## src/rtl/core/hgp_pkg.sv

```systemverilog
`default_nettype none
// ---------------------------------------------------------------------------
// hgp_pkg
// Shared types and constants of the GET request header parser.
// ---------------------------------------------------------------------------
package hgp_pkg;

  localparam int MAX_W = 20;

  localparam logic [7:0] CH_CR    = 8'h0D;
  localparam logic [7:0] CH_LF    = 8'h0A;
  localparam logic [7:0] CH_SP    = 8'h20;
  localparam logic [7:0] CH_HT    = 8'h09;
  localparam logic [7:0] CH_G     = 8'h47;
  localparam logic [7:0] CH_E     = 8'h45;
  localparam logic [7:0] CH_T     = 8'h54;
  localparam logic [7:0] CH_H     = 8'h48;
  localparam logic [7:0] CH_P     = 8'h50;
  localparam logic [7:0] CH_SLASH = 8'h2F;
  localparam logic [7:0] CH_DOT   = 8'h2E;
  localparam logic [7:0] CH_COLON = 8'h3A;
  localparam logic [7:0] CH_HASH  = 8'h23;

  localparam logic [9:0] VERSION_LIMIT = 10'd999;

  localparam logic [3:0] ERR_OK       = 4'd0;
  localparam logic [3:0] ERR_METHOD   = 4'd1;
  localparam logic [3:0] ERR_URL      = 4'd2;
  localparam logic [3:0] ERR_CONSTANT = 4'd3;
  localparam logic [3:0] ERR_VERSION  = 4'd4;
  localparam logic [3:0] ERR_LF       = 4'd5;
  localparam logic [3:0] ERR_TOKEN    = 4'd6;
  localparam logic [3:0] ERR_OVERFLOW = 4'd7;
  localparam logic [3:0] ERR_EOF      = 4'd8;

  localparam logic [1:0] ROLE_OTHER = 2'd0;
  localparam logic [1:0] ROLE_PATH  = 2'd1;
  localparam logic [1:0] ROLE_NAME  = 2'd2;
  localparam logic [1:0] ROLE_VALUE = 2'd3;

  // classified input byte
  typedef struct packed {
    logic [7:0] data;
    logic       eoi;
    logic       is_digit;
    logic       is_token;
    logic       is_blank;
    logic       path_ok;
  } hgp_item_t;

  typedef struct packed {
    logic [1:0] byte_role;
    logic       path_done;
    logic       name_done;
    logic       value_done;
    logic       headers_done;
    logic       message_done;
    logic [3:0] error_code;
    logic [9:0] version_major;
    logic [9:0] version_minor;
  } hgp_result_t;

endpackage
`default_nettype wire

```

## src/rtl/core/hgp_fifo.sv

```systemverilog
`default_nettype none
// ---------------------------------------------------------------------------
// hgp_fifo
// Small register queue with count-based full/empty.
// ---------------------------------------------------------------------------
module hgp_fifo #(
  parameter int WIDTH = 8,
  parameter int DEPTH = 2
) (
  input  wire logic             clk,
  input  wire logic             rst_n,
  input  wire logic             push,
  input  wire logic [WIDTH-1:0] wdata,
  output logic                  full,
  input  wire logic             pop,
  output logic [WIDTH-1:0]      rdata,
  output logic                  empty
);
  localparam int PW = (DEPTH > 1) ? $clog2(DEPTH) : 1;
  localparam int CW = $clog2(DEPTH + 1);

  logic [WIDTH-1:0] mem_r [DEPTH];
  logic [PW-1:0]    wp_r, rp_r;
  logic [CW-1:0]    cnt_r;
  logic             do_push, do_pop;

  assign full    = (cnt_r == CW'(DEPTH));
  assign empty   = (cnt_r == '0);
  assign do_push = push && !full;
  assign do_pop  = pop && !empty;
  assign rdata   = mem_r[rp_r];

  always_ff @(posedge clk) begin
    if (!rst_n) begin
      wp_r  <= '0;
      rp_r  <= '0;
      cnt_r <= '0;
    end else begin
      if (do_push) begin
        wp_r <= (wp_r == PW'(DEPTH - 1)) ? '0 : wp_r + 1'b1;
      end
      if (do_pop) begin
        rp_r <= (rp_r == PW'(DEPTH - 1)) ? '0 : rp_r + 1'b1;
      end
      if (do_push && !do_pop) begin
        cnt_r <= cnt_r + 1'b1;
      end else if (do_pop && !do_push) begin
        cnt_r <= cnt_r - 1'b1;
      end
    end
  end

  always_ff @(posedge clk) begin
    if (do_push) begin
      mem_r[wp_r] <= wdata;
    end
  end
endmodule
`default_nettype wire

```

## src/rtl/core/hgp_front.sv

```systemverilog
`default_nettype none
// ---------------------------------------------------------------------------
// hgp_front
// Accepts raw bytes, tags character classes, queues them for the parser.
// ---------------------------------------------------------------------------
module hgp_front (
  input  wire logic              clk,
  input  wire logic              rst_n,
  input  wire logic              push,
  input  wire logic [7:0]        data_byte,
  input  wire logic              end_of_input,
  output logic                   full,
  input  wire logic              pop,
  output hgp_pkg::hgp_item_t     item,
  output logic                   empty
);
  import hgp_pkg::*;

  hgp_item_t cls;
  logic      alnum, punct;
  logic [7:0] c;

  assign c = data_byte;

  always_comb begin
    alnum = (c inside {[8'h30:8'h39], [8'h41:8'h5A], [8'h61:8'h7A]});
    punct = (c inside {8'h21, 8'h23, 8'h24, 8'h25, 8'h26, 8'h27, 8'h2A, 8'h2B,
                       8'h2D, 8'h2E, 8'h5E, 8'h5F, 8'h60, 8'h7C, 8'h7E});
    cls          = '0;
    cls.data     = c;
    cls.eoi      = end_of_input;
    cls.is_digit = (c inside {[8'h30:8'h39]});
    cls.is_token = alnum || punct;
    cls.is_blank = (c == CH_SP) || (c == CH_HT);
    cls.path_ok  = (c inside {[8'h21:8'h7E]}) && (c != CH_HASH);
  end

  hgp_fifo #(.WIDTH($bits(hgp_item_t)), .DEPTH(2)) u_q (
    .clk   (clk),
    .rst_n (rst_n),
    .push  (push),
    .wdata (cls),
    .full  (full),
    .pop   (pop),
    .rdata (item),
    .empty (empty)
  );
endmodule
`default_nettype wire

```

## src/rtl/core/hgp_back.sv

```systemverilog
`default_nettype none
// ---------------------------------------------------------------------------
// hgp_back
// Request-line and header state machine, one classified byte per cycle while go is high.
// ---------------------------------------------------------------------------
module hgp_back #(
  parameter int COUNT_BITS = 20
) (
  input  wire logic                      clk,
  input  wire logic                      rst_n,
  input  wire logic [hgp_pkg::MAX_W-1:0] max_header_bytes,
  input  wire logic                      go,
  input  wire hgp_pkg::hgp_item_t        item,
  output hgp_pkg::hgp_result_t           res
);
  import hgp_pkg::*;

  localparam int CMP_W = (COUNT_BITS > MAX_W) ? COUNT_BITS : MAX_W;

  typedef enum logic [4:0] {
    S_START, S_METHOD, S_SPACES_URL, S_PATH, S_HTTP_START, S_H, S_HT, S_HTT,
    S_HTTP, S_FIRST_MAJOR, S_MAJOR, S_FIRST_MINOR, S_MINOR, S_LINE_ALMOST,
    S_FIELD_START, S_FIELD, S_VALUE_START, S_VALUE, S_HEADER_ALMOST,
    S_VALUE_LWS, S_EMPTY_CR, S_EMPTY_LWS, S_HEADERS_ALMOST
  } state_t;

  state_t                state_r, state_nxt, ls_state;
  logic [1:0]            mpos_r, mpos_nxt;
  logic [9:0]            major_r, major_nxt, minor_r, minor_nxt;
  logic [COUNT_BITS-1:0] cnt_r, cnt_nxt, cnt_inc;
  logic [3:0]            err_r, err, ls_err;
  logic [1:0]            role, ls_role;
  logic                  p_path, p_name, p_value, fin, ls_fin;
  logic [7:0]            c;
  logic [13:0]           v_major, v_minor;

  assign c       = item.data;
  assign cnt_inc = (cnt_r != '1) ? cnt_r + 1'b1 : cnt_r;
  assign v_major = 14'(major_r) * 14'd10 + 14'(c[3:0]);
  assign v_minor = 14'(minor_r) * 14'd10 + 14'(c[3:0]);

  // start of a header line (shared by several states)
  always_comb begin
    ls_state = state_r;
    ls_role  = ROLE_OTHER;
    ls_fin   = 1'b0;
    ls_err   = ERR_OK;
    if (c == CH_CR) begin
      ls_state = S_HEADERS_ALMOST;
    end else if (c == CH_LF) begin
      ls_fin = 1'b1;
    end else if (!item.is_token) begin
      ls_err = ERR_TOKEN;
    end else begin
      ls_role  = ROLE_NAME;
      ls_state = S_FIELD;
    end
  end

  always_comb begin
    state_nxt = state_r;
    mpos_nxt  = mpos_r;
    major_nxt = major_r;
    minor_nxt = minor_r;
    cnt_nxt   = cnt_r;
    err       = ERR_OK;
    role      = ROLE_OTHER;
    p_path    = 1'b0;
    p_name    = 1'b0;
    p_value   = 1'b0;
    fin       = 1'b0;
    if (err_r == ERR_OK) begin
      if (item.eoi) begin
        if (state_r != S_START) err = ERR_EOF;
      end else begin
        cnt_nxt = cnt_inc;
        if (CMP_W'(cnt_inc) > CMP_W'(max_header_bytes)) begin
          err = ERR_OVERFLOW;
        end else begin
          case (state_r)
            S_METHOD: begin
              if (c == CH_SP && mpos_r == 2'd3) state_nxt = S_SPACES_URL;
              else if (mpos_r == 2'd1 && c == CH_E) mpos_nxt = 2'd2;
              else if (mpos_r == 2'd2 && c == CH_T) mpos_nxt = 2'd3;
              else err = ERR_METHOD;
            end
            S_SPACES_URL: begin
              if (c == CH_SP) begin
              end else if (c != CH_SLASH) begin
                err = ERR_URL;
              end else begin
                role      = ROLE_PATH;
                state_nxt = S_PATH;
              end
            end
            S_PATH: begin
              if (c == CH_SP) begin
                p_path    = 1'b1;
                state_nxt = S_HTTP_START;
              end else if (c == CH_CR || c == CH_LF) begin
                p_path    = 1'b1;
                major_nxt = 10'd0;
                minor_nxt = 10'd9;
                state_nxt = (c == CH_CR) ? S_LINE_ALMOST : S_FIELD_START;
              end else if (!item.path_ok) begin
                err = ERR_URL;
              end else begin
                role = ROLE_PATH;
              end
            end
            S_HTTP_START: begin
              if (c == CH_SP) begin
              end else if (c == CH_H) state_nxt = S_H;
              else err = ERR_CONSTANT;
            end
            S_H:    if (c == CH_T) state_nxt = S_HT; else err = ERR_CONSTANT;
            S_HT:   if (c == CH_T) state_nxt = S_HTT; else err = ERR_CONSTANT;
            S_HTT:  if (c == CH_P) state_nxt = S_HTTP; else err = ERR_CONSTANT;
            S_HTTP: begin
              if (c == CH_SLASH) state_nxt = S_FIRST_MAJOR;
              else err = ERR_CONSTANT;
            end
            S_FIRST_MAJOR: begin
              if (!item.is_digit || c[3:0] == 4'd0) begin
                err = ERR_VERSION;
              end else begin
                major_nxt = 10'(c[3:0]);
                state_nxt = S_MAJOR;
              end
            end
            S_MAJOR: begin
              if (c == CH_DOT) state_nxt = S_FIRST_MINOR;
              else if (!item.is_digit || v_major > 14'(VERSION_LIMIT)) err = ERR_VERSION;
              else major_nxt = v_major[9:0];
            end
            S_FIRST_MINOR: begin
              if (!item.is_digit) begin
                err = ERR_VERSION;
              end else begin
                minor_nxt = 10'(c[3:0]);
                state_nxt = S_MINOR;
              end
            end
            S_MINOR: begin
              if (c == CH_CR) state_nxt = S_LINE_ALMOST;
              else if (c == CH_LF) state_nxt = S_FIELD_START;
              else if (!item.is_digit || v_minor > 14'(VERSION_LIMIT)) err = ERR_VERSION;
              else minor_nxt = v_minor[9:0];
            end
            S_LINE_ALMOST: begin
              if (c != CH_LF) err = ERR_LF;
              else state_nxt = S_FIELD_START;
            end
            S_FIELD_START: begin
              state_nxt = ls_state;
              role      = ls_role;
              fin       = ls_fin;
              err       = ls_err;
            end
            S_FIELD: begin
              if (c == CH_COLON) begin
                p_name    = 1'b1;
                state_nxt = S_VALUE_START;
              end else if (!item.is_token) begin
                err = ERR_TOKEN;
              end else begin
                role = ROLE_NAME;
              end
            end
            S_VALUE_START: begin
              if (item.is_blank) begin
              end else if (c == CH_CR) state_nxt = S_EMPTY_CR;
              else if (c == CH_LF) state_nxt = S_EMPTY_LWS;
              else begin
                role      = ROLE_VALUE;
                state_nxt = S_VALUE;
              end
            end
            S_VALUE: begin
              if (c == CH_CR) begin
                p_value   = 1'b1;
                state_nxt = S_HEADER_ALMOST;
              end else if (c == CH_LF) begin
                p_value   = 1'b1;
                state_nxt = S_VALUE_LWS;
              end else begin
                role = ROLE_VALUE;
              end
            end
            S_HEADER_ALMOST: begin
              if (c != CH_LF) err = ERR_LF;
              else state_nxt = S_VALUE_LWS;
            end
            S_VALUE_LWS: begin
              if (item.is_blank) begin
                state_nxt = S_VALUE_START;
              end else begin
                state_nxt = ls_state;
                role      = ls_role;
                fin       = ls_fin;
                err       = ls_err;
              end
            end
            S_EMPTY_CR: begin
              if (c != CH_LF) err = ERR_LF;
              else state_nxt = S_EMPTY_LWS;
            end
            S_EMPTY_LWS: begin
              if (item.is_blank) begin
                state_nxt = S_VALUE_START;
              end else begin
                p_value   = 1'b1;
                state_nxt = ls_state;
                role      = ls_role;
                fin       = ls_fin;
                err       = ls_err;
              end
            end
            S_HEADERS_ALMOST: begin
              if (c != CH_LF) err = ERR_LF;
              else fin = 1'b1;
            end
            default: begin
              if (c == CH_CR || c == CH_LF) begin
                state_nxt = S_START;
              end else if (c != CH_G) begin
                err = ERR_METHOD;
              end else begin
                mpos_nxt  = 2'd1;
                state_nxt = S_METHOD;
              end
            end
          endcase
          if (fin) begin
            state_nxt = S_START;
            mpos_nxt  = 2'd0;
            cnt_nxt   = '0;
          end
        end
      end
      if (err != ERR_OK) begin
        state_nxt = state_r;
        mpos_nxt  = mpos_r;
        major_nxt = major_r;
        minor_nxt = minor_r;
        role      = ROLE_OTHER;
        p_path    = 1'b0;
        p_name    = 1'b0;
        p_value   = 1'b0;
        fin       = 1'b0;
      end
    end
  end

  always_comb begin
    res               = '0;
    res.byte_role     = role;
    res.path_done     = p_path;
    res.name_done     = p_name;
    res.value_done    = p_value;
    res.headers_done  = fin;
    res.message_done  = fin;
    res.error_code    = (err_r == ERR_OK) ? err : err_r;
    res.version_major = major_nxt;
    res.version_minor = minor_nxt;
  end

  always_ff @(posedge clk) begin
    if (!rst_n) begin
      state_r <= S_START;
      mpos_r  <= '0;
      major_r <= '0;
      minor_r <= '0;
      cnt_r   <= '0;
      err_r   <= ERR_OK;
    end else if (go) begin
      state_r <= state_nxt;
      mpos_r  <= mpos_nxt;
      major_r <= major_nxt;
      minor_r <= minor_nxt;
      cnt_r   <= cnt_nxt;
      if (err_r == ERR_OK) err_r <= err;
    end
  end
endmodule
`default_nettype wire

```

## src/rtl/core/http_get_request_header_parser.sv

```systemverilog
`default_nettype none
// ---------------------------------------------------------------------------
// http_get_request_header_parser
// Byte-stream parser for an HTTP GET request line and header block.
// ---------------------------------------------------------------------------
// Channel   Direction  Handshake                 Payload
// in_*      input      in_push / in_full         data_byte, end_of_input
// out_*     output     out_pop / out_empty       role, span pulses, error, version
// APB       config     psel/penable/pwrite       max_header_bytes at byte 0x0
//
// One result transaction per input transaction; sustained one byte per clock
// while the output queue has room. A byte passes the input queue, then the
// parser into the output queue; the parser state machine loop sets the rate.
// Synchronous active-low reset empties both queues and returns to request start.
// A full output queue stalls the parser; the input queue keeps taking bytes
// until it too is full.
// ---------------------------------------------------------------------------
module http_get_request_header_parser #(
  parameter int COUNT_BITS = 20
) (
  input  wire logic        clk,
  input  wire logic        rst_n,
  input  wire logic        in_push,
  output logic             in_full,
  input  wire logic [7:0]  in_data_byte,
  input  wire logic        in_end_of_input,
  output logic             out_empty,
  input  wire logic        out_pop,
  output logic [1:0]       out_byte_role,
  output logic             out_path_done,
  output logic             out_name_done,
  output logic             out_value_done,
  output logic             out_headers_done,
  output logic             out_message_done,
  output logic [3:0]       out_error_code,
  output logic [9:0]       out_version_major,
  output logic [9:0]       out_version_minor,
  input  wire logic        psel,
  input  wire logic        penable,
  input  wire logic        pwrite,
  input  wire logic [1:0]  paddr,
  input  wire logic [31:0] pwdata,
  output logic [31:0]      prdata,
  output logic             pready
);
  import hgp_pkg::*;

  logic [MAX_W-1:0] max_r;
  hgp_item_t        item;
  hgp_result_t      res, res_q;
  logic             q_empty, o_full, go;

  // config: single register at byte 0x0
  assign pready = 1'b1;
  assign prdata = {{(32 - MAX_W){1'b0}}, max_r};

  always_ff @(posedge clk) begin
    if (!rst_n) begin
      max_r <= MAX_W'(81920);
    end else if (psel && penable && pwrite && (paddr == 2'b00)) begin
      max_r <= pwdata[MAX_W-1:0];
    end
  end

  hgp_front u_front (
    .clk          (clk),
    .rst_n        (rst_n),
    .push         (in_push),
    .data_byte    (in_data_byte),
    .end_of_input (in_end_of_input),
    .full         (in_full),
    .pop          (go),
    .item         (item),
    .empty        (q_empty)
  );

  // parser advances only when a byte waits and the result has room
  assign go = !q_empty && !o_full;

  hgp_back #(.COUNT_BITS(COUNT_BITS)) u_back (
    .clk              (clk),
    .rst_n            (rst_n),
    .max_header_bytes (max_r),
    .go               (go),
    .item             (item),
    .res              (res)
  );

  hgp_fifo #(.WIDTH($bits(hgp_result_t)), .DEPTH(2)) u_outq (
    .clk   (clk),
    .rst_n (rst_n),
    .push  (go),
    .wdata (res),
    .full  (o_full),
    .pop   (out_pop),
    .rdata (res_q),
    .empty (out_empty)
  );

  assign out_byte_role     = res_q.byte_role;
  assign out_path_done     = res_q.path_done;
  assign out_name_done     = res_q.name_done;
  assign out_value_done    = res_q.value_done;
  assign out_headers_done  = res_q.headers_done;
  assign out_message_done  = res_q.message_done;
  assign out_error_code    = res_q.error_code;
  assign out_version_major = res_q.version_major;
  assign out_version_minor = res_q.version_minor;
endmodule
`default_nettype wire

```

## config.mk

```make
export PLATFORM = sky130hd
export DESIGN_NAME = http_get_request_header_parser
export DESIGN_NICKNAME = d
export VERILOG_FILES = /design/src/rtl/core/hgp_pkg.sv /design/src/rtl/core/hgp_fifo.sv /design/src/rtl/core/hgp_front.sv /design/src/rtl/core/hgp_back.sv /design/src/rtl/core/http_get_request_header_parser.sv
export SDC_FILE = /design/constraint.sdc
export NUM_CORES = 1
export LEC_CHECK = 0
export BUFFER_PORTS_ARGS = -buffer_cell sky130_fd_sc_hd__buf_2
export CORE_MARGIN = 5
export CORE_UTILIZATION = 55
export CTS_BUF_LIST = sky130_fd_sc_hd__clkbuf_2
export CTS_CLUSTER_DIAMETER = 40
export DETAILED_ROUTE_END_ITERATION = 16
export PLACE_DENSITY_LB_ADDON = 0.2
export SLEW_MARGIN = 40
export SYNTH_ARGS = -nofsm -noshare
export SYNTH_HDL_FRONTEND = slang
export SYNTH_SLANG_ARGS = --single-unit
```

## constraint.sdc

```tcl
create_clock -name clk -period 14 [get_ports clk]
set_input_delay 2.1 -clock clk [delete_from_list [all_inputs] [get_ports clk]]
set_output_delay 2.1 -clock clk [all_outputs]
set_load 0.01 [all_outputs]
```

# Word-level counts from Yosys, hierarchy flattened
# Memories as Yosys holds them, arrays and structs flattened. A register that Yosys moved wholly into a read port is not among the register bits.
# Cells that the tools add are included.
# classes
addsub	11
n_mul	2
n_div	0
order_cmp	11
eq_ne	86
shift	0
n_mux	165
bitwise_logic	3
reduce_logical	54
# op_table
operator	count
10-bit two-way mux	19
5-bit two-way mux	31
8-bit by 6-bit == test with 1-bit output (second input constant)	15
5-bit one-hot mux with 21 select lines	1
4-bit two-way mux	19
8-bit by 7-bit == test with 1-bit output (second input constant)	9
2-bit two-way mux	32
4-bit one-hot mux with 16 select lines	1
20-bit two-way mux	3
10-bit one-hot mux with 3 select lines	2
1-bit two-way mux	46
5-bit by 4-bit == test with 1-bit output (second input constant)	8
5-bit == test (second input constant)	7
3-bit inequality test (second input constant)	10
14-bit by 4-bit adder with 14-bit output	2
14-bit by 10-bit greater-than comparator with 1-bit output (second input constant)	2
3-bit by 1-bit inequality test with 1-bit output (second input constant)	9
27-bit AND reduction	1
10-bit by 3-bit multiplier with 13-bit output (second input constant)	2
8-bit by 4-bit == test with 1-bit output (second input constant)	3
8-bit by 7-bit less-or-equal comparator with 1-bit output (second input constant)	3
23-bit by 22-bit inequality test with 1-bit output (second input constant)	1
3-bit two-way mux	7
21-bit OR reduction	1
other kinds (39)	98
# word_totals
regBits	79
latch_bits	0
ram_bits	88
mem_bits_ro	0
output_inout_bits	66
word_cells	347
mem_count	2
# mem_list
name	depth	word_bits	read_ports	rd_ports_with_merged_regs	wr	line_no	rtl
u_outq.mem_r	2	31	1	1	1	hgp_fifo.sv:22	logic [WIDTH-1:0] mem_r [DEPTH];
u_front.u_q.mem_r	2	13	1	1	1	hgp_fifo.sv:22	

# Longest topological paths before layout
# Gate-level depths: netlist of the first run.
# logic_depth
word_depth	14
depth_mapped	23

# Cells and area by module
# Synthesis of the first run repeated with hierarchy kept, for this count alone.
# hier_totals
hier_cells	1183
area_unflattened_um2	11119.4
# by_module_without_submodules
module	instances	cells_each	area_per_inst_um2	seq_area_each_um2
hgp_back	1	854	6288.5	1021.0
hgp_fifo (u_outq)	1	121	2459.9	1961.9
hgp_fifo (u_front.u_q)	1	65	1166.1	880.8
http_get_request_header_parser	1	105	948.4	400.4
hgp_front	1	38	256.5	0.0

# Worst setup path before layout of the first run
# No wires, ideal clock.
# synth_timing
path_kind	register to register
startpoint	reg u_back.cnt_r[7]
endpoint	mem u_outq.mem_r[0][18] (netlist name), data pin
setup_ns	0.260
t_arrival_ns	5.070
setup_slack_ns	8.670
stages_incl_launch_ff	21
synth_period_minus_slack_ns	5.330
cell_sequence	dfxtp_1 -> buf_2 -> and3_1 -> and3_1 -> nand3_1 -> nor4_1 -> nand3_1 -> nand2b_1 -> nor2_1 -> and3_1 -> xor2_1 -> ha_1 -> nand4_1 -> or2_2 -> nor4_1 -> o21ai_0 -> or3_4 -> or3b_1 -> buf_2 -> or2_4 -> a22o_1
# synth_lines
item	line_no	rtl
from (decl)	hgp_back.sv:30	logic [COUNT_BITS-1:0] cnt_r, cnt_nxt, cnt_inc;
from (signal assigned)	hgp_back.sv:281	cnt_r <= cnt_nxt;
to (decl)	hgp_fifo.sv:22	

==> results of run 1 <==
==> cells in the final DEF, fill, tap and decap left out, types with 17 or more instances in the layout <==
| cell | netlist | final |
|---|---|---|
| ha_1 | 61 | 61 |
| a21oi_1 | 55 | 55 |
| nand3_1 | 33 | 33 |
| buf_2 | 3 | 90 |
| o21ai_0 | 61 | 61 |
| xnor2_1 | 35 | 35 |
| inv_1 | 48 | 48 |
| dfxtp_1 | 81 | 80 |
| edfxtp_1 | 86 | 86 |
| clkbuf_2 | 0 | 17 |
| nand4_1 | 21 | 21 |
| a21boi_0 | 25 | 25 |
| nor2b_1 | 25 | 25 |
| nor3_1 | 29 | 28 |
| mux2_2 | 40 | 40 |
| nand2_1 | 118 | 118 |
| nor2_1 | 65 | 63 |
==> layout make-up <==
cell class	instances	area, um2
multi-input cells	912	6340
fillers	1758	7720
clock inverters	15	139
inverters	48	180
clock buffers	17	85.1
repair buffers	100	526
diodes	1	2.50
well taps	265	332
flip-flops and latches	167	4210
==> worst register-to-register path: cells and delay by family (launching register included) <==
| family | cells | cell delay (ns) |
|---|---|---|
| AO/OA/AOI/OAI | 4 | 0.84 |
| flip-flops | 1 | 0.52 |
| XOR/XNOR | 1 | 0.17 |
| AND/OR/NAND/NOR | 13 | 4.48 |
| adder cells (fa/ha/maj) | 1 | 0.31 |
==> kinds of logic (layout without fill, tap and decap cells) <==
family                   after synthesis  after routing  synth area share [%]
AO/OA/AOI/OAI                        311            311                  19.8
XOR/XNOR                              46             46                  3.67
adder cells (fa/ha/maj)               65             65                  7.69
buffers and inverters                109            180                  4.45
flip-flops                           167            167                  38.3
multiplexers                          55             55                  5.48
other                                  2             14                0.0685
AND/OR/NAND/NOR                      422            422                  20.5
==> worst max path at each step <==
stage / slack, ns / depth (start not counted) / start / endpoint
6_report: 7.42 / 19 / u_back.cnt_r[7] / u_outq.mem_r[0][27]
2_1_floorplan: 8.67 / 20 / u_back.cnt_r[7] / u_outq.mem_r[0][18]
3_3_place_gp: 7.31 / 19 / u_back.cnt_r[7] / u_outq.mem_r[0][27]
5_1_grt: 6.95 / 19 / u_back.cnt_r[7] / u_outq.mem_r[1][27]
3_5_place_dp: 7.18 / 19 / u_back.cnt_r[7] / u_outq.mem_r[0][27]
4_1_cts: 7.11 / 19 / u_back.cnt_r[7] / u_outq.mem_r[0][27]
==> routing by layer <==
layer,track usage (%),routed length (um),up-vias
li1,-,-,4522
met4,4.90,271,0
met3,4.67,1680,21
met2,35.5,11500,290
met1,32.6,12400,4305
met5,0,0,-
==> power by group through the flow <==
stage	clock network (W)	registers, W	logic, W
2_1_floorplan	0	0.000643	0.000286
3_3_place_gp	0	0.000644	0.000408
3_5_place_dp	0	0.000649	0.000414
6_report	0.000252	0.000637	0.000412
4_1_cts	0.000258	0.000638	0.000417
5_1_grt	0.000280	0.000646	0.000455
==> stage by stage <==
| stage | instance area (um2) | hold WS [ns] | setup slack, ns | power, W | instances |
|---|---|---|---|---|---|
| 3_5_place_dp | 11600 | 0.479 | 7.18 | 0.00106 | 1492 |
| 4_1_cts | 11800 | 0.508 | 7.11 | 0.00131 | 1524 |
| 2_1_floorplan | 11000 | 0.474 | 8.67 | 0.000929 | 1188 |
| 6_report | 11800 | 0.502 | 7.42 | 0.00130 | 1525 |
| 5_1_grt | 11800 | 0.520 | 6.95 | 0.00138 | 1525 |
| 3_3_place_gp | 11600 | 0.468 | 7.31 | 0.00105 | 1492 |
==> flip-flops by register name, summed over array words and instances (netlist names), named ones only <==
register           count
u_outq.mem_r          60
u_back.mpos_r          2
u_front.u_q.wp_r       1
u_outq.cnt_r           2
u_back.major_r        10
u_back.cnt_r          20
u_back.minor_r        10
max_r                 20
u_outq.wp_r            1
u_front.u_q.mem_r     26
u_outq.rp_r            1
u_front.u_q.cnt_r      2
u_front.u_q.rp_r       1
u_back.err_r           4
u_back.state_r         5
==> results.cfg, run 1 <==
[power_and_ir_drop]
cell_internal_pwr_w = 0.000829
seqPwrFrac_pct = 49.0
combPwrFrac_pct = 31.7
p_clk_share_pct = 19.4
sw_frac_of_total_pct = 36.3
p_leak_nw = 4.60
netSwitchingPower_w = 0.000472
ir_drop_mv = 0.0480
power_density_mw_per_mm2 = 110

[sta]
setup_violations = 0
min_period_ns = 6.58
max_freq_mhz = 152
finalSetupTns_ns = 0
rsz0062_at_grt = false
max_slew_margin_pct = 41.8
worst_pin_slew_ns = 0.872
fin_skew_ns = 0.0556
slew_violations = 0
hold_violations = 0
timing.final.crit_share_pct = 47.0

[worst_hold_path]
whs_path_depth = 2
min_to = max_r[17]
hp-start = max_r[17]
min_path_type = reg2reg

[global_routing]
grt_usage_pct = 22.7
grt_max_degree = 86
grt_pass1_vias = 8375
antenna_found_initial = 1
grt_overflow = 0
grt_pass1_wl_mm = 42.0

[drt]
first_pass_iters = 5
initialDrtViolationCount = 766
drc_errors = 0
vias_per_cell = 5.99
wirelength_mm = 25.9
vias = 9138
wire_per_inst_um = 17.0
postRouteAntennaNets = 0

[setup_path]
r2r_start = u_back.cnt_r[7]
crit_arrival_ns = 7.06
crit_buf_inv = 0
slowest_delay_ns = 0.57
path_max_fanout = 8
crit_path_end_kind = flip-flop
crit_path_top_delay_cell = nor4_1
crit_chain = and3_1 -> and3_1 -> nand3_1 -> nor4_2 -> nand3_1 -> nand2b_1 -> nor2_1 -> nand3_1 -> xnor2_1 -> ha_1 -> a211o_1 -> a21oi_1 -> a221oi_1 -> nor4b_1 -> o21ai_0 -> or2_0 -> or4b_1 -> or3b_4 -> nor4_1
rr_worst_depth = 19
required_ns = 14.48
reg2reg_to = u_outq.mem_r[0][27]
critPathLaunchType = flip-flop
reg2reg_slack_ns = 7.42
crit_type = reg2reg
path_delay_family = simple AND/OR/NAND/NOR gates
crit_top_cell = nand3_1

[place]
hpwl_mm = 19.1
gp_congestion = 0.984
io_buffers = 90

[job]
cap_violations = 0

[synthesis]
ys_async_sr_fraction_pct = 0
synth.distinct_cells = 95
synth.top_cell.area_share_pct = 23.5
synth_top_area_cell = edfxtp_1
ys_top_cells_by_count = nand2_1 (118), edfxtp_1 (86), dfxtp_1 (81)
ys_ff_latch = 167
yosys_warnings = 0
yosys-top-cells-area = edfxtp_1 (24%), dfxtp_1 (15%), ha_1 (7.0%)
synthMostInstantiatedCell = nand2_1
ys.flop_type = edfxtp_1
synthCells = 1177
syn-cell-area_mm2 = 0.0110
synth_edf_count = 86
yosysSeqAreaShare_pct = 38.3
synth_area_per_cell_um2 = 9.32

[clocking]
cts_sinks = 167
cts_buffers = 17
h-tree-depth = 4
post_cts_resized = 0
cts_tree = built
cts-root-buf = clkbuf_2
clk_pin_slew_ns = 0.26
post-cts-setup-buffer-count = 0
cts_hold_buf = 0
clock_latency_ns = 0.77
cts_max_path_buffers = 2

[die]
die_y_um = 151
placementRows = 51
die-area_mm2 = 0.0229
coreArea_mm2 = 0.0195
io_pins = 116
initial_core_util_pct = 56.2
fp.dieW_um = 151

[cells_and_area]
area_growth_pct = 7.68
final_nets = 1361
final_core_util_pct = 60.5
drive_gt1_share_pct = 17.0

[status]
outcome = finished clean
Power figures use the tool's default switching activity.
==> run 2, diff against run 1 <==
- ABC_AREA: unset -> 1
- clock period: 14 -> 6.1 ns (I/O delays scaled with it)
==> results.cfg, run 2 <==
[sta]
worst_pin_slew_ns = 0.741
max_slew_margin_pct = 50.5
min_period_ns = 4.87
slew_violations = 0
setup_violations = 0
fin_skew_ns = 0.0614
finalSetupTns_ns = 0
worst_slack_ns = 1.23
max_freq_mhz = 205
hold_violations = 0
rsz0062_at_grt = false
timing.final.crit_share_pct = 79.8

[clocking]
cts_buffers = 17
cts_sinks = 167
post_cts_resized = 0
post-cts-setup-buffer-count = 0
cts_hold_buf = 0
clk_pin_slew_ns = 0.26
clock_latency_ns = 0.79
h-tree-depth = 4
cts-root-buf = clkbuf_2
cts_tree = built
cts_max_path_buffers = 2

[setup_path]
crit_path_top_delay_cell = a21oi_2
crit_path_end_kind = flip-flop
crit_top_cell = nand2_1
path_delay_family = simple AND/OR/NAND/NOR gates
path_max_fanout = 12
crit_arrival_ns = 5.56
crit_buf_inv = 3
crit_type = reg2reg
slowest_delay_ns = 0.53
required_ns = 6.80
critPathLaunchType = flip-flop

[synthesis]
syn-cell-area_mm2 = 0.0115
ys_async_sr_fraction_pct = 0
ys_top_cells_by_count = nand2_1 (406), inv_1 (249), nor2_1 (143)
yosysSeqAreaShare_pct = 36.4
ys.flop_type = edfxtp_1
synth.top_cell.area_share_pct = 22.4
synth_area_per_cell_um2 = 7.14
synth_edf_count = 86
synthMostInstantiatedCell = nand2_1
yosys_warnings = 0
synthCells = 1616
yosys-top-cells-area = edfxtp_1 (22%), dfxtp_1 (14%), nand2_1 (13%)
synth_top_area_cell = edfxtp_1
ys_ff_latch = 167
synth.distinct_cells = 55

[drt]
wirelength_mm = 29.8
first_pass_iters = 6
initialDrtViolationCount = 921
vias = 10900
wire_per_inst_um = 15.0
drc_errors = 0
vias_per_cell = 5.51
postRouteAntennaNets = 0

[cells_and_area]
final_nets = 1809
largest_register_ffs = 60
drive_gt1_share_pct = 11.7
finalNonFillerCells = 1983
area_growth_pct = 7.70
top_regs = u_outq.mem_r (60), u_front.u_q.mem_r (26)
design_area_mm2 = 0.0124
final_cell_mix = nand2_1 (406), inv_1 (247), nor2_1 (139), a21oi_1 (112), nand3_1 (109)
fill_cells = 1989
largest_register = u_outq.mem_r
layout_commonest_cell = nand2_1

[die]
coreArea_mm2 = 0.0208
initial_core_util_pct = 55.4
die-area_mm2 = 0.0240
die_y_um = 155
placementRows = 53
io_pins = 116
fp.dieW_um = 155

[place]
hpwl_mm = 22.7
gp_congestion = 1.05
dp_cells = 1950
io_buffers = 90
pre_cts_slack_ns = 1.32
placed_area_mm2 = 0.0122

[status]
outcome = finished clean

[global_routing]
grt_overflow = 0
grt_pass1_wl_mm = 49.5
grt_usage_pct = 25.0
grt_max_degree = 52
grt_pass1_vias = 10200
antenna_found_initial = 1

[power_and_ir_drop]
ir_drop_mv = 0.178
p_leak_nw = 5.90
fin_total_pwr_w = 0.00517
power_density_mw_per_mm2 = 416

[job]
cap_violations = 0

[worst_hold_path]
min_path_type = in2reg
## run 2: changes by cell type in the layout (fill, tap and decap cells not counted), sizes merged, moves of 27 or more
cell	previous run	this run
nand3	34	114
nor2	67	147
inv	55	261
a21oi	55	113
xnor2	35	8
nand2	118	412
o21ai	63	101
nand4	21	53
## run 2: worst paths after layout
| check | startpoint | to | slack, ns | cells past startpoint |
|---|---|---|---|---|
| worst max-delay path | u_back.cnt_r[13] | u_back.state_r[0] | 1.23 | 25 |
| worst min-delay path | in_end_of_input | u_front.u_q.mem_r[1][4] | 0.34 | 1 |
| worst max register to register | u_back.cnt_r[13] | u_back.state_r[0] | 1.23 | 25 |
| worst min register to register | u_front.u_q.rp_r | u_front.u_q.rp_r | 0.48 | 1 |
## run 2: power breakdown
group / internal [W] / switching (W)
logic: 0.000964 / 0.00187
clock network: 0.000132 / 0.000457
registers: 0.00154 / 0.000205
## run 2: logic make-up after synthesis
family | Yosys count | share of synthesized area (%)
adders and majority gates | 65 | 7.31
xor gates and xnor gates | 19 | 1.44
other | 2 | 0.0651
buffers and inverters | 307 | 10.6
AOI/OAI and AO/OA | 250 | 11.8
DFF | 167 | 36.4
muxes | 32 | 3.10
and+or+nand+nor | 774 | 29.2
## run 2: final cells by class
cell class                      count  area [um2]  share of cell area [%]
Multi-Input combinational cell   1153        6160                    49.6
Sequential cell                   167        4210                    33.8
Inverter                          255         960                    7.72
Timing Repair Buffer              100         528                    4.25
Tap cell                          275         344                    2.77
Clock inverter                     14         136                    1.10
Clock buffer                       18        90.1                   0.725
Antenna cell                        1        2.50                  0.0201
## run 2: layer usage
| layer | wire length, um | vias up | global-route usage (%) | share of wire (%) |
|---|---|---|---|---|
| met4 | 583 | 0 | 6.27 | 2.0 |
| met2 | 14000 | 361 | 42.3 | 47 |
| met1 | 13400 | 5036 | 33.4 | 45 |
| li1 | - | 5489 | - | - |
| met5 | 0 | - | 0 | 0 |
| met3 | 1860 | 46 | 4.26 | 6.2 |
## run 2: metrics by stage
step | util, % | hold slack, ns
3_5_place_dp | 58.6 | 0.452
4_1_cts | 59.7 | 0.286
2_1_floorplan | - | 0.426
5_1_grt | 59.7 | 0.260
3_3_place_gp | 58.5 | 0.434
6_report | 59.7 | 0.342
==> run 3, diff against run 2 <==
- ABC_AREA: 1 -> 0
- clock period: 6.1 -> 5.1 ns (I/O delays scaled with it)
==> results.cfg, run 3 (synthesis gave the netlist of run 1 again) <==
[global_routing]
grt_usage_pct = 23.5
grt_pass1_vias = 8723
grt_pass1_wl_mm = 43.4
grt_overflow = 0
grt_max_degree = 56
antenna_found_initial = 1

[sta]
setup_violations = 0
finalSetupTns_ns = 0
hold_violations = 0
fin_skew_ns = 0.0423
worst_slack_ns = 0.100
hold-worst-slack_ns = 0.190
timing.final.crit_share_pct = 98.0
min_period_ns = 5.00
slew_violations = 0
max_freq_mhz = 200
worst_pin_slew_ns = 0.831
max_slew_margin_pct = 44.6

[power_and_ir_drop]
seqPwrFrac_pct = 47.7
sw_frac_of_total_pct = 36.2
cell_internal_pwr_w = 0.00235
combPwrFrac_pct = 31.9
p_clk_share_pct = 20.4
netSwitchingPower_w = 0.00133
p_leak_nw = 4.93
ir_drop_mv = 0.184
fin_total_pwr_w = 0.00367
power_density_mw_per_mm2 = 296

[clocking]
clock_latency_ns = 0.76
cts_hold_buf = 0
cts-root-buf = clkbuf_2
cts_max_path_buffers = 2
cts_buffers = 17
h-tree-depth = 4
cts_sinks = 167
clk_pin_slew_ns = 0.30
cts_tree = built

[setup_path]
crit_arrival_ns = 5.62
critPathLaunchType = flip-flop
reg2reg_slack_ns = 0.1
crit_chain = and3_4 -> and3_4 -> nand3_4 -> buf_4 -> nor2_4 -> nand3_2 -> nor3_4 -> nand3_2 -> mux2_4 -> ha_4 -> nand4_1 -> or2_4 -> buf_4 -> nor4_4 -> buf_4 -> o21ai_2 -> or2_1 -> or4b_1 -> or3b_4 -> nand2b_4 -> a31oi_4
path_delay_family = simple AND/OR/NAND/NOR gates
crit_top_cell = buf_4
crit_path_top_delay_cell = or4b_1
slowest_delay_ns = 0.50
path_max_fanout = 5
required_ns = 5.72
crit_buf_inv = 3
crit_type = reg2reg
crit_path_end_kind = flip-flop

[drt]
first_pass_iters = 5
drc_errors = 0
vias = 9484
postRouteAntennaNets = 0
wirelength_mm = 27.0
wire_per_inst_um = 17.1
vias_per_cell = 6.01
initialDrtViolationCount = 748

[die]
coreArea_mm2 = 0.0195
initial_core_util_pct = 56.2
fp.dieW_um = 151
io_pins = 116
die_y_um = 151
placementRows = 51
die-area_mm2 = 0.0229

[place]
pre_cts_slack_ns = -0.215
io_buffers = 90
hpwl_mm = 20.0
gp_congestion = 1.00

[cells_and_area]
final_cell_mix = nand2_1 (117), buf_2 (90), edfxtp_1 (86), dfxtp_1 (77), buf_4 (62)
drive_gt1_share_pct = 22.3
area_growth_pct = 13.3
multi_input_comb_area_mm2 = 0.00652
final_core_util_pct = 63.6
final_nets = 1414
layout_commonest_cell = nand2_1
regArea_mm2 = 0.00421
fill_cells = 1633
top_regs = u_outq.mem_r (60), u_front.u_q.mem_r (26)
largest_register = u_outq.mem_r
largest_register_ffs = 60

[status]
outcome = finished clean

[job]
cap_violations = 0

[worst_hold_path]
min_path_type = in2reg
==> run 3: cell count changes in the layout (fill, tap and decap cells not counted), moves of 27 or more <==
cell,change
nor2_1,-79
nand2_1,-289
xnor2_1,+27
inv_1,-199
o21ai_0,-29
a21oi_1,-58
buf_4,+51
nand4_1,-32
nand3_1,-80
==> run 3: final timing paths <==
kind / start / endpoint / cells past startpoint
max: u_back.cnt_r[7] / u_outq.mem_r[0][29] / 21
min: in_end_of_input / u_front.u_q.mem_r[1][4] / 1
max reg2reg: u_back.cnt_r[7] / u_outq.mem_r[0][29] / 21
min reg2reg: max_r[4] / max_r[4] / 2
==> run 3: routing by layer <==
layer	global-route usage, %	wire length [um]	vias to the layer above
met5	0	0	-
met4	7.75	665	0
met3	3.86	1680	44
met2	35.8	11900	328
met1	33.9	12900	4474
li1	-	-	4638
==> run 3: metrics by stage <==
step / instances / area, um2
after floorplan: 1188 / 11000
after global placement: 1542 / 12000
after detailed placement: 1542 / 12000
after CTS: 1574 / 12300
after global routing: 1578 / 12400
final: 1578 / 12400
==> run 3: layout make-up <==
| type | instances | area share, % |
|---|---|---|
| repair buffers | 153 | 7.53 |
| clock inverters | 15 | 1.29 |
| flip-flops and latches | 167 | 33.9 |
| multi-input cells | 912 | 52.5 |
| well taps | 265 | 2.67 |
| diodes | 1 | 0.0201 |
| inverters | 48 | 1.45 |
| clock buffers | 17 | 0.685 |
==> run 3: worst register-to-register path: cells and delay by family, from the launching register on <==
family | cells | cell delay (ns)
AOI/OAI and AO/OA | 2 | 0.26
adders and majority gates | 1 | 0.27
buffers and inverters | 3 | 0.49
DFF | 1 | 0.41
muxes | 1 | 0.33
and+or+nand+nor | 14 | 3.12
==> run 3: what timing repair did <==
| item | 4_1_cts | 5_1_grt |
|---|---|---|
| gates resized for setup | 13 | 25 |
| cloned | 0 | 0 |
| pin swaps | 0 | 15 |
| setup buffers | 0 | 3 |
| setup endpoints to repair | 54 | 57 |
==> run 3: power by group through the flow <==
stage | sequential [W] | clock [W] | combinational [W]
final | 0.00175 | 0.000749 | 0.00117
after global routing | 0.00178 | 0.000821 | 0.00128
after CTS | 0.00176 | 0.000762 | 0.00118
after detailed placement | 0.00179 | 0 | 0.00117
after global placement | 0.00177 | 0 | 0.00115
after floorplan | 0.00176 | 0 | 0.000786
